File: src/rtl/sdst_pkg.sv
// Shared types, codes and constants of the sparse disk sector translator.
package sdst_pkg;

    localparam int DEF_MAX_BLOCKS        = 256;
    localparam int DEF_MAX_BLOCK_SECTORS = 4096;
    localparam int DEF_MAX_REQUEST       = 64;

    localparam int PAD_SECTORS = 5;
    localparam int TBL_W       = 33;
    localparam int CUR_W       = 29;
    localparam int CFG_IDX_W   = 3;

    localparam logic [CFG_IDX_W-1:0] CFG_DISK_SIZE       = 3'd0;
    localparam logic [CFG_IDX_W-1:0] CFG_BLOCK_SIZE_LOG2 = 3'd1;
    localparam logic [CFG_IDX_W-1:0] CFG_BITMAP_SECTORS  = 3'd2;
    localparam logic [CFG_IDX_W-1:0] CFG_FIRST_FREE      = 3'd3;
    localparam logic [CFG_IDX_W-1:0] CFG_READ_ONLY       = 3'd4;

    localparam logic FUNC_READ  = 1'b0;
    localparam logic FUNC_WRITE = 1'b1;

    typedef enum logic [1:0] {
        ST_PRESENT = 2'd0,
        ST_ZERO    = 2'd1,
        ST_RANGE   = 2'd2,
        ST_IGNORED = 2'd3
    } status_t;

    typedef struct packed {
        logic [27:0] disk_size;
        logic [4:0]  block_size_log2;
        logic [4:0]  bitmap_sectors;
        logic        read_only;
    } cfg_t;

    typedef struct packed {
        status_t     status;
        logic [31:0] phys_sector;
        logic        block_created;
        logic [15:0] block_index;
        logic [31:0] block_start;
        logic        last;
    } result_t;

endpackage

File: src/rtl/sdst_ctrl.sv
// Sector sequencer: address split, table lookup, allocation and present-bit update.
module sdst_ctrl #(
    parameter int MAX_BLOCKS        = sdst_pkg::DEF_MAX_BLOCKS,
    parameter int MAX_BLOCK_SECTORS = sdst_pkg::DEF_MAX_BLOCK_SECTORS,
    parameter int MAX_REQUEST       = sdst_pkg::DEF_MAX_REQUEST,
    localparam int BLK_W   = (MAX_BLOCKS > 1) ? $clog2(MAX_BLOCKS) : 1,
    localparam int LGMAX   = $clog2(MAX_BLOCK_SECTORS),
    localparam int PW      = (MAX_BLOCK_SECTORS >= 32) ? 32 : MAX_BLOCK_SECTORS,
    localparam int WPB     = MAX_BLOCK_SECTORS / PW,
    localparam int PA_W    = $clog2(MAX_BLOCKS * WPB)
) (
    input  logic                        clk,
    input  logic                        rst_n,
    input  sdst_pkg::cfg_t              cfg,
    input  logic                        nf_load,
    input  logic [31:0]                 nf_value,
    input  logic                        in_valid,
    output logic                        in_ready,
    input  logic                        in_func,
    input  logic [27:0]                 in_start,
    input  logic [6:0]                  in_count,
    output logic                        out_valid,
    input  logic                        out_ready,
    output sdst_pkg::result_t           out_res,
    output logic                        tbl_we,
    output logic [BLK_W-1:0]            tbl_waddr,
    output logic [sdst_pkg::TBL_W-1:0]  tbl_wdata,
    output logic [BLK_W-1:0]            tbl_raddr,
    input  logic [sdst_pkg::TBL_W-1:0]  tbl_rdata,
    output logic                        pb_we,
    output logic [PA_W-1:0]             pb_waddr,
    output logic [PW-1:0]               pb_wdata,
    output logic [PA_W-1:0]             pb_raddr,
    input  logic [PW-1:0]               pb_rdata
);

    localparam int WL      = $clog2(PW);
    localparam int WPB_LOG = $clog2(WPB);
    localparam int CC_W    = WPB_LOG + 1;
    localparam int REQ_W   = $clog2(MAX_REQUEST + 1);
    localparam int CUR_W   = sdst_pkg::CUR_W;

    typedef enum logic [8:0] {
        S_CLEAR = 9'b000000001,
        S_IDLE  = 9'b000000010,
        S_ADDR  = 9'b000000100,
        S_LOOK  = 9'b000001000,
        S_TBL   = 9'b000010000,
        S_ZERO  = 9'b000100000,
        S_PREAD = 9'b001000000,
        S_BIT   = 9'b010000000,
        S_EMIT  = 9'b100000000
    } state_t;

    state_t              state_reg, state_next;
    logic [BLK_W-1:0]    init_reg, init_next;
    logic [CC_W-1:0]     clr_reg, clr_next;
    logic                func_reg, func_next;
    logic [CUR_W-1:0]    cursor_reg, cursor_next;
    logic [REQ_W-1:0]    remaining_reg, remaining_next;
    logic [31:0]         nf_reg, nf_next;
    logic [BLK_W-1:0]    blk_reg, blk_next;
    logic [LGMAX-1:0]    sib_reg, sib_next;
    sdst_pkg::status_t   status_reg, status_next;
    logic [31:0]         bstart_reg, bstart_next;
    logic                created_reg, created_next;
    logic                has_blk_reg, has_blk_next;
    logic                bidx_ok_reg, bidx_ok_next;
    logic                out_valid_reg, out_valid_next;
    sdst_pkg::result_t   out_res_reg, out_res_next;

    logic [4:0]          lg_eff;
    logic [CUR_W-1:0]    s_shift;
    logic [LGMAX-1:0]    sib_mask;
    logic                oor;
    logic                ro_write;
    logic [REQ_W-1:0]    cnt_sat;
    logic [PA_W-1:0]     pa_base;
    logic [PA_W-1:0]     pa_sector;
    logic [PW-1:0]       bit_mask;
    logic                tbl_valid;
    logic [31:0]         tbl_start;
    logic                emit_ok;
    logic [31:0]         phys;
    logic [31:0]         nf_step;

    assign lg_eff    = (cfg.block_size_log2 > 5'(LGMAX)) ? 5'(LGMAX) : cfg.block_size_log2;
    assign s_shift   = cursor_reg >> lg_eff;
    assign sib_mask  = LGMAX'((32'd1 << lg_eff) - 32'd1);
    assign oor       = (cursor_reg >= CUR_W'(cfg.disk_size))
                    || (s_shift >= CUR_W'(MAX_BLOCKS));
    assign ro_write  = (func_reg == sdst_pkg::FUNC_WRITE) && cfg.read_only;
    assign cnt_sat   = (in_count > 7'(MAX_REQUEST)) ? REQ_W'(MAX_REQUEST) : REQ_W'(in_count);
    assign pa_base   = PA_W'(blk_reg) << WPB_LOG;
    assign pa_sector = pa_base | PA_W'(sib_reg >> WL);
    assign bit_mask  = PW'(1) << sib_reg[WL-1:0];
    assign tbl_valid = tbl_rdata[sdst_pkg::TBL_W-1];
    assign tbl_start = tbl_rdata[31:0];
    assign emit_ok   = !out_valid_reg || out_ready;
    assign phys      = has_blk_reg ? (bstart_reg + 32'(cfg.bitmap_sectors) + 32'(sib_reg))
                                   : 32'd0;
    assign nf_step   = 32'(cfg.bitmap_sectors) + (32'd1 << lg_eff) + 32'(sdst_pkg::PAD_SECTORS);

    assign in_ready  = (state_reg == S_IDLE);
    assign out_valid = out_valid_reg;
    assign out_res   = out_res_reg;

    assign tbl_raddr = blk_reg;
    assign pb_raddr  = pa_sector;

    always_comb
    begin
        state_next     = state_reg;
        init_next      = init_reg;
        clr_next       = clr_reg;
        func_next      = func_reg;
        cursor_next    = cursor_reg;
        remaining_next = remaining_reg;
        nf_next        = nf_reg;
        blk_next       = blk_reg;
        sib_next       = sib_reg;
        status_next    = status_reg;
        bstart_next    = bstart_reg;
        created_next   = created_reg;
        has_blk_next   = has_blk_reg;
        bidx_ok_next   = bidx_ok_reg;
        out_valid_next = out_valid_reg && !out_ready;
        out_res_next   = out_res_reg;
        tbl_we         = 1'b0;
        tbl_waddr      = blk_reg;
        tbl_wdata      = {1'b1, nf_reg};
        pb_we          = 1'b0;
        pb_waddr       = pa_sector;
        pb_wdata       = pb_rdata | bit_mask;

        unique case (state_reg)
            S_CLEAR:
            begin
                tbl_we    = 1'b1;
                tbl_waddr = init_reg;
                tbl_wdata = '0;
                init_next = init_reg + BLK_W'(1);
                if (init_reg == BLK_W'(MAX_BLOCKS - 1))
                begin
                    state_next = S_IDLE;
                end
            end
            S_IDLE:
            begin
                if (in_valid)
                begin
                    func_next      = in_func;
                    cursor_next    = CUR_W'(in_start);
                    remaining_next = cnt_sat;
                    if (cnt_sat != '0)
                    begin
                        state_next = S_ADDR;
                    end
                end
            end
            S_ADDR:
            begin
                blk_next     = s_shift[BLK_W-1:0];
                sib_next     = cursor_reg[LGMAX-1:0] & sib_mask;
                bstart_next  = '0;
                created_next = 1'b0;
                has_blk_next = 1'b0;
                bidx_ok_next = 1'b0;
                priority if (ro_write)
                begin
                    status_next = sdst_pkg::ST_IGNORED;
                    state_next  = S_EMIT;
                end
                else if (oor)
                begin
                    status_next = sdst_pkg::ST_RANGE;
                    state_next  = S_EMIT;
                end
                else
                begin
                    bidx_ok_next = 1'b1;
                    state_next   = S_LOOK;
                end
            end
            S_LOOK:
            begin
                state_next = S_TBL;
            end
            S_TBL:
            begin
                priority if (!tbl_valid && func_reg == sdst_pkg::FUNC_READ)
                begin
                    status_next = sdst_pkg::ST_ZERO;
                    state_next  = S_EMIT;
                end
                else if (!tbl_valid)
                begin
                    tbl_we       = 1'b1;
                    bstart_next  = nf_reg;
                    nf_next      = nf_reg + nf_step;
                    created_next = 1'b1;
                    has_blk_next = 1'b1;
                    clr_next     = '0;
                    state_next   = S_ZERO;
                end
                else
                begin
                    bstart_next  = tbl_start;
                    has_blk_next = 1'b1;
                    state_next   = S_PREAD;
                end
            end
            S_ZERO:
            begin
                pb_we    = 1'b1;
                pb_waddr = pa_base | PA_W'(clr_reg);
                pb_wdata = '0;
                clr_next = clr_reg + CC_W'(1);
                if (clr_reg == CC_W'(WPB - 1))
                begin
                    state_next = S_PREAD;
                end
            end
            S_PREAD:
            begin
                state_next = S_BIT;
            end
            S_BIT:
            begin
                if (func_reg == sdst_pkg::FUNC_WRITE)
                begin
                    pb_we       = 1'b1;
                    status_next = sdst_pkg::ST_PRESENT;
                end
                else
                begin
                    status_next = pb_rdata[sib_reg[WL-1:0]] ? sdst_pkg::ST_PRESENT
                                                            : sdst_pkg::ST_ZERO;
                end
                state_next = S_EMIT;
            end
            S_EMIT:
            begin
                if (emit_ok)
                begin
                    out_valid_next             = 1'b1;
                    out_res_next.status        = status_reg;
                    out_res_next.phys_sector   = phys;
                    out_res_next.block_created = created_reg;
                    out_res_next.block_index   = bidx_ok_reg ? 16'(blk_reg) : 16'd0;
                    out_res_next.block_start   = bstart_reg;
                    out_res_next.last          = (remaining_reg == REQ_W'(1));
                    cursor_next                = cursor_reg + CUR_W'(1);
                    remaining_next             = remaining_reg - REQ_W'(1);
                    state_next = (remaining_reg == REQ_W'(1)) ? S_IDLE : S_ADDR;
                end
            end
            default:
            begin
                state_next = S_CLEAR;
            end
        endcase

        if (nf_load)
        begin
            nf_next = nf_value;
        end
    end

    always_ff @(posedge clk or negedge rst_n)
    begin
        if (!rst_n)
        begin
            state_reg     <= S_CLEAR;
            init_reg      <= '0;
            clr_reg       <= '0;
            remaining_reg <= '0;
            cursor_reg    <= '0;
            nf_reg        <= '0;
            out_valid_reg <= 1'b0;
        end
        else
        begin
            state_reg     <= state_next;
            init_reg      <= init_next;
            clr_reg       <= clr_next;
            remaining_reg <= remaining_next;
            cursor_reg    <= cursor_next;
            nf_reg        <= nf_next;
            out_valid_reg <= out_valid_next;
        end
    end

    always_ff @(posedge clk)
    begin
        func_reg    <= func_next;
        blk_reg     <= blk_next;
        sib_reg     <= sib_next;
        status_reg  <= status_next;
        bstart_reg  <= bstart_next;
        created_reg <= created_next;
        has_blk_reg <= has_blk_next;
        bidx_ok_reg <= bidx_ok_next;
        out_res_reg <= out_res_next;
    end

endmodule

File: config.mk
export PLATFORM = sky130hd
export DESIGN_NAME = sdst_ctrl
export DESIGN_NICKNAME = d
export VERILOG_FILES = /design/src/rtl/sdst_pkg.sv /design/src/rtl/sdst_ctrl.sv
export SDC_FILE = /design/constraint.sdc
export NUM_CORES = 1
export LEC_CHECK = 0
export BUFFER_PORTS_ARGS = -buffer_cell sky130_fd_sc_hd__buf_2
export CAP_MARGIN = 20
export CORE_UTILIZATION = 46
export DETAILED_ROUTE_END_ITERATION = 8
export PLACE_DENSITY = 0.79
export SKIP_CTS_REPAIR_TIMING = 1
export SLEW_MARGIN = 30
export SYNTH_ARGS = -nofsm -noshare
export SYNTH_HDL_FRONTEND = slang
export SYNTH_SLANG_ARGS = --single-unit
File: constraint.sdc
create_clock -name clk -period 6.2 [get_ports clk]
set_input_delay 0.62 -clock clk [delete_from_list [all_inputs] [get_ports clk]]
set_output_delay 0.62 -clock clk [all_outputs]
set_load 0.02 [all_outputs]
### Word-level counts from Yosys, hierarchy flattened

Index checks and enable logic that the tools add are counted.

* bits in registers: 236
* input bits: 177

* add/sub/neg operators: 10
* $lt $le $gt $ge: 5
* equality and inequality tests: 23
* shift-type cells: 3
* multiplexer cells: 54
* bitwise operators: 5
* reduce and logical (&&, ||, !) cells: 23

Operators by type and width (count)
* 32-bit 2-to-1 mux: 7
* 9-bit case mux with 9 select lines: 1
* 9-bit 2-to-1 mux: 8
* 32-bit case mux with 2 select lines: 1
* 1-bit by 5-bit << shifter with 32-bit output (first input constant): 2
* 29-bit 2-to-1 mux: 2
* 29-bit case mux with 2 select lines: 1
* 33-bit 2-to-1 mux: 1
* 32-bit by 12-bit adder with 32-bit output: 1
* 32-bit by 3-bit adder with 32-bit output (second input constant): 1
* 32-bit adder: 1
* 32-bit by 5-bit adder with 32-bit output: 1
* 5-bit by 32-bit adder with 32-bit output: 1
* 32-bit OR: 1
* 29-bit by 1-bit adder with 29-bit output (second input constant): 1
* 29-bit by 28-bit >= comparator with 1-bit output: 1
* 29-bit by 9-bit >= comparator with 1-bit output (second input constant): 1
* 29-bit by 5-bit >> shifter with 29-bit output: 1
* 7-bit 2-to-1 mux: 4
* 8-bit 2-to-1 mux: 3
* 2-bit != test (second input constant): 9
* 8-bit by 1-bit adder with 8-bit output (second input constant): 2
* 8-bit case mux with 2 select lines: 1
* 15-bit 2-to-1 mux: 1
* 40 further kinds: 70

### Logic depth before layout (Yosys ltp)

* depth in word-level cells: 10
* mapped depth: 21
* gate-level depth less buffers: 18

### Worst setup path before layout

OpenSTA, ideal clock, no wires.

* kind: input to register
* start: input port cfg[10] (netlist bit)
* end: register nf_reg[30]
* setup time: 128 ps
* data arrival time: 5133 ps
* slack: 940 ps
* stages: 18
* path through: buf_4 or2_2 clkbuf_1 clkbuf_1 or4_1 fa_1 fa_1 inv_1 ha_1 a211oi_1 o21ai_1 o21ai_1 o221ai_1 o311a_1 a211o_1 o31ai_1 xor2_1 o21ai_0

* longest elaborated chain between the ends: 10

RTL lines
* from (decl): line sdst_ctrl.sv:14 `input sdst_pkg::cfg_t cfg,`
* 5-bit by 4-bit greater-than comparator with 1-bit output: line sdst_ctrl.sv:87 `assign lg_eff = (cfg.block_size_log2 > 5'(LGMAX)) ? 5'(LGMAX) : cfg.block_size_log2;`
* 5-bit 2-to-1 mux *: line sdst_ctrl.sv:87
* 1-bit by 5-bit << shifter with 32-bit output *: line sdst_ctrl.sv:102 `assign nf_step = 32'(cfg.bitmap_sectors) + (32'd1 << lg_eff) + 32'(sdst_pkg::PAD_SECTORS);`
* 5-bit by 32-bit adder with 32-bit output *: line sdst_ctrl.sv:102
* 32-bit by 3-bit adder with 32-bit output *: line sdst_ctrl.sv:102
* 32-bit adder *: line sdst_ctrl.sv:200 `nf_next = nf_reg + nf_step;`
* 32-bit 2-to-1 mux *: line sdst_ctrl.sv:196 `else if (!tbl_valid)`
* 32-bit 2-to-1 mux *: line sdst_ctrl.sv:191 `priority if (!tbl_valid && func_reg == sdst_pkg::FUNC_READ)`
* 32-bit 2-to-1 mux *: line sdst_ctrl.sv:136 `unique case (state_reg)`
* 32-bit 2-to-1 mux *: line sdst_ctrl.sv:264 `if (nf_load)`
* to (signal assigned): line sdst_ctrl.sv:289 `nf_reg <= nf_next;`
* to (decl): line sdst_ctrl.sv:61 `logic [31:0] nf_reg, nf_next;`

Every way passes the cells marked *; elsewhere a longest branch is shown, timed or not. The select of a mux whose other input is x is not followed.
A chain may end at the register's enable or synchronous reset.

### Worst setup path after layout

* start: input port cfg[8] (netlist bit)
* end: register nf_reg[30]

Same word-level chain as after synthesis.

==> metrics <==
IO buf count=367; final setup margin=1.30 ns; post-synth top area cell=edfxtp_1; Final Cell Area=19600 sq um; Post-DP Area=18700 sq um; Switching Share=0.382; Clock Tree Buf Depth=3; multi-input logic area=9370 sq um; initial antenna violation count=9; Internal=3.47 mW; final antenna-violating net count=0; via count=15258; unrepaired setup endpoints after global routing=false; Pleak=8.98 nW; Worst Tran Pin Value=0.927 ns; drt pass-1 iters=6; Synth top area share=0.243; clk_skew=0.0142 ns; gr usage total=0.275; Mapped Area=16600 sq um; Ports=376; vias in the first global route=14284; gpl congestion=0.984; maximum clock frequency=204 MHz; Metal-1 WL=20.8 mm; CTS Buf Count=26; final number of setup-violating endpoints=0; combinational share of power=0.331; Die ar.=36800 sq um; Die Y=192 um; post-route DRC violation count=0; maximum number of pins on one net before global-route repair=71; fraction of registers with async set/reset=0.412; predominant post-synthesis flop cell=edfxtp_1; CTS clk-pin slew, worst paths=0.06 ns; Largest register FFs=76; Worst setup SP type=input port; Critical Path AT=5.33 ns; Peak VDD IR=296 uV; Seq/Total Area, Yosys=0.385; Pins Over Slew Limit=0; Synth area leaders=edfxtp_1 (24%), dfrtp_1 (14%), ha_1 (11%), a21oi_1 (5.0%), nand2_1 (4.1%); fraction of layout cells with a size suffix above 1=0.219; total gr overflow=0; top routing layer in use=met5; final hold violation count=0; Switching Power=2.14 mW; fill cell total of the finished layout=3154; TritonCTS clock tree=yes; PD cells=287 nW/um^2; Tcrit/Tclk final=0.791; first-pass GRT wire length=78.1 mm; Initial Util=0.467; final wirelength=52.3 mm; Root Driver=clkbuf_16; Ys Warns=0; Design Power=5.61 mW; Rows=69; final hold slack=0.277 ns; pre-CTS WS=0.809 ns; Worst EP required=6.63 ns; EDFF count, synth=134; dpl hpwl=40.5 mm; Setup CP Type=input port to flip-flop; routed wl met2=24.4 mm; Hold WC Path Type=input port to flip-flop; max cap viols=0; Met3 Routed Length=4.40 mm; CTS H-tree lvls=1; maximum fanout along the worst path=24; syn avg cell area=9.15 sq um; status=finished clean; area grow syn2layout=18.1%; TNS Setup=0 ns; die width=192 um; Tmin final=4.90 ns; clock power share=0.281; vias per cell=5.84; Synth cell types=82; initial drt markers=1221; Relative slew margins=0.382; nets=2453; crit end category=flip-flop; CTS Sinks=228; post-synthesis cell count=1812; Worst-Skew Late Latency=0.55 ns; Flop pwr share=0.388; Synth Register Bits=228; register area=6380 sq um; wire per inst=20.0 um; Core Footprint=35500 sq um
[area by class of cell]
type                            count  share of cell area
Sequential cell                   228               0.326
Tap cell                          461              0.0295
Inverter                           87              0.0168
Multi-Input combinational cell   1394               0.479
Clock buffer                       33              0.0362
Antenna cell                        7            0.000895
Clock inverter                     15             0.00869
Timing Repair Buffer              387               0.103
[cell usage after synthesis, drive strengths merged (7+ instances only)]
cell type and number:
mux4 16, nor4 9, nor3b 13, inv 87
a31oi 24, nand2 181, mux2i 67, clkbuf 75
nor2b 25, xor2 21, and2 50, o22ai 11
o21a 18, fa 11, dfrtp 93, or4 10
nor2 183, o31ai 10, or3 18, nor3 42
nand3 38, a21o 27, xnor2 23, nand4 22
ha 141, a211oi 22, o21ai 106, buf 53
a21oi 165, and3 30, nand2b 7, edfxtp 134
[cell usage in the layout (no fill, tap or decap), drive strengths merged, types with 21 or more instances in the layout]
cell	netlist	routed
conb	1	26
dfrtp	93	93
buf	53	386
nand4	22	22
nand3	38	38
nor2b	25	25
a21o	27	27
a31oi	24	24
and3	30	30
nor2	183	183
mux2i	67	67
nand2	181	181
nor3	42	42
inv	87	87
a211oi	22	22
xor2	21	21
o21ai	106	106
and2	50	50
a21oi	165	165
edfxtp	134	134
clkbuf	75	33
ha	141	141
xnor2	23	23
[power groups by stage]
| stage | Clock, mW | Sequential, mW | Combinational (mW) |
|---|---|---|---|
| final | 1.58 | 2.18 | 1.86 |
| after floorplan | 0 | 1.97 | 1.35 |
| after global routing | 1.65 | 2.20 | 2.05 |
| after global placement | 0 | 2.18 | 1.77 |
| after CTS | 1.61 | 2.16 | 1.83 |
| after detailed placement | 0 | 2.19 | 1.82 |
[through the flow]
step	util	instances
after floorplan	-	1837
after global placement	0.525	2554
after detailed placement	0.526	2556
after CTS	0.551	2604
after global routing	0.552	2612
final	0.552	2612
[path summary, 6_finish.rpt]
kind	from	to	slack (ns)	cells past startpoint
min in group asynchronous	rst_n	cursor_reg[21]$_DFFE_PN0P_	0.52	2
worst max register to register	sib_reg[0]$_DFFE_PP_	out_res[73]$_SDFFCE_PN0P_	1.68	16
worst min-delay path	in_func	func_reg$_DFFE_PP_	0.28	1
worst max-delay path	cfg[8]	nf_reg[30]$_DFFE_PN0P_	1.30	17
worst min register to register	created_reg$_DFFE_PP_	out_res[49]$_DFFE_PP_	0.46	0
max in group asynchronous	rst_n	clr_reg[1]$_DFFE_PN0P_	4.67	3
[routing by layer]
layer | vias to the layer above | track usage
met2 | 740 | 0.459
met5 | - | 0
met1 | 7235 | 0.346
met4 | 4 | 0.136
li1 | 7125 | -
met3 | 154 | 0.0442
[cell families after synthesis]
group	share of synthesized area
muxes	0.0636
AOI/OAI and AO/OA	0.159
buffers and inverters	0.0581
xor gates and xnor gates	0.0232
and+or+nand+nor	0.192
adders and majority gates	0.120
other	0.000226
DFF	0.385
[worst max-delay path: stages]
cell	delay [ns]
buf_2	0.25
a21oi_4	0.32
nand2_1	0.10
or4_1	0.48
fa_1	0.41
fa_1	0.57
inv_1	0.06
ha_1	0.30
a211oi_1	0.28
o21ai_1	0.20
o21ai_1	0.24
o221ai_1	0.24
o311a_1	0.42
a211o_1	0.33
o31ai_1	0.25
xor2_1	0.16
o21ai_0	0.08
Power figures use the tool's default switching activity.
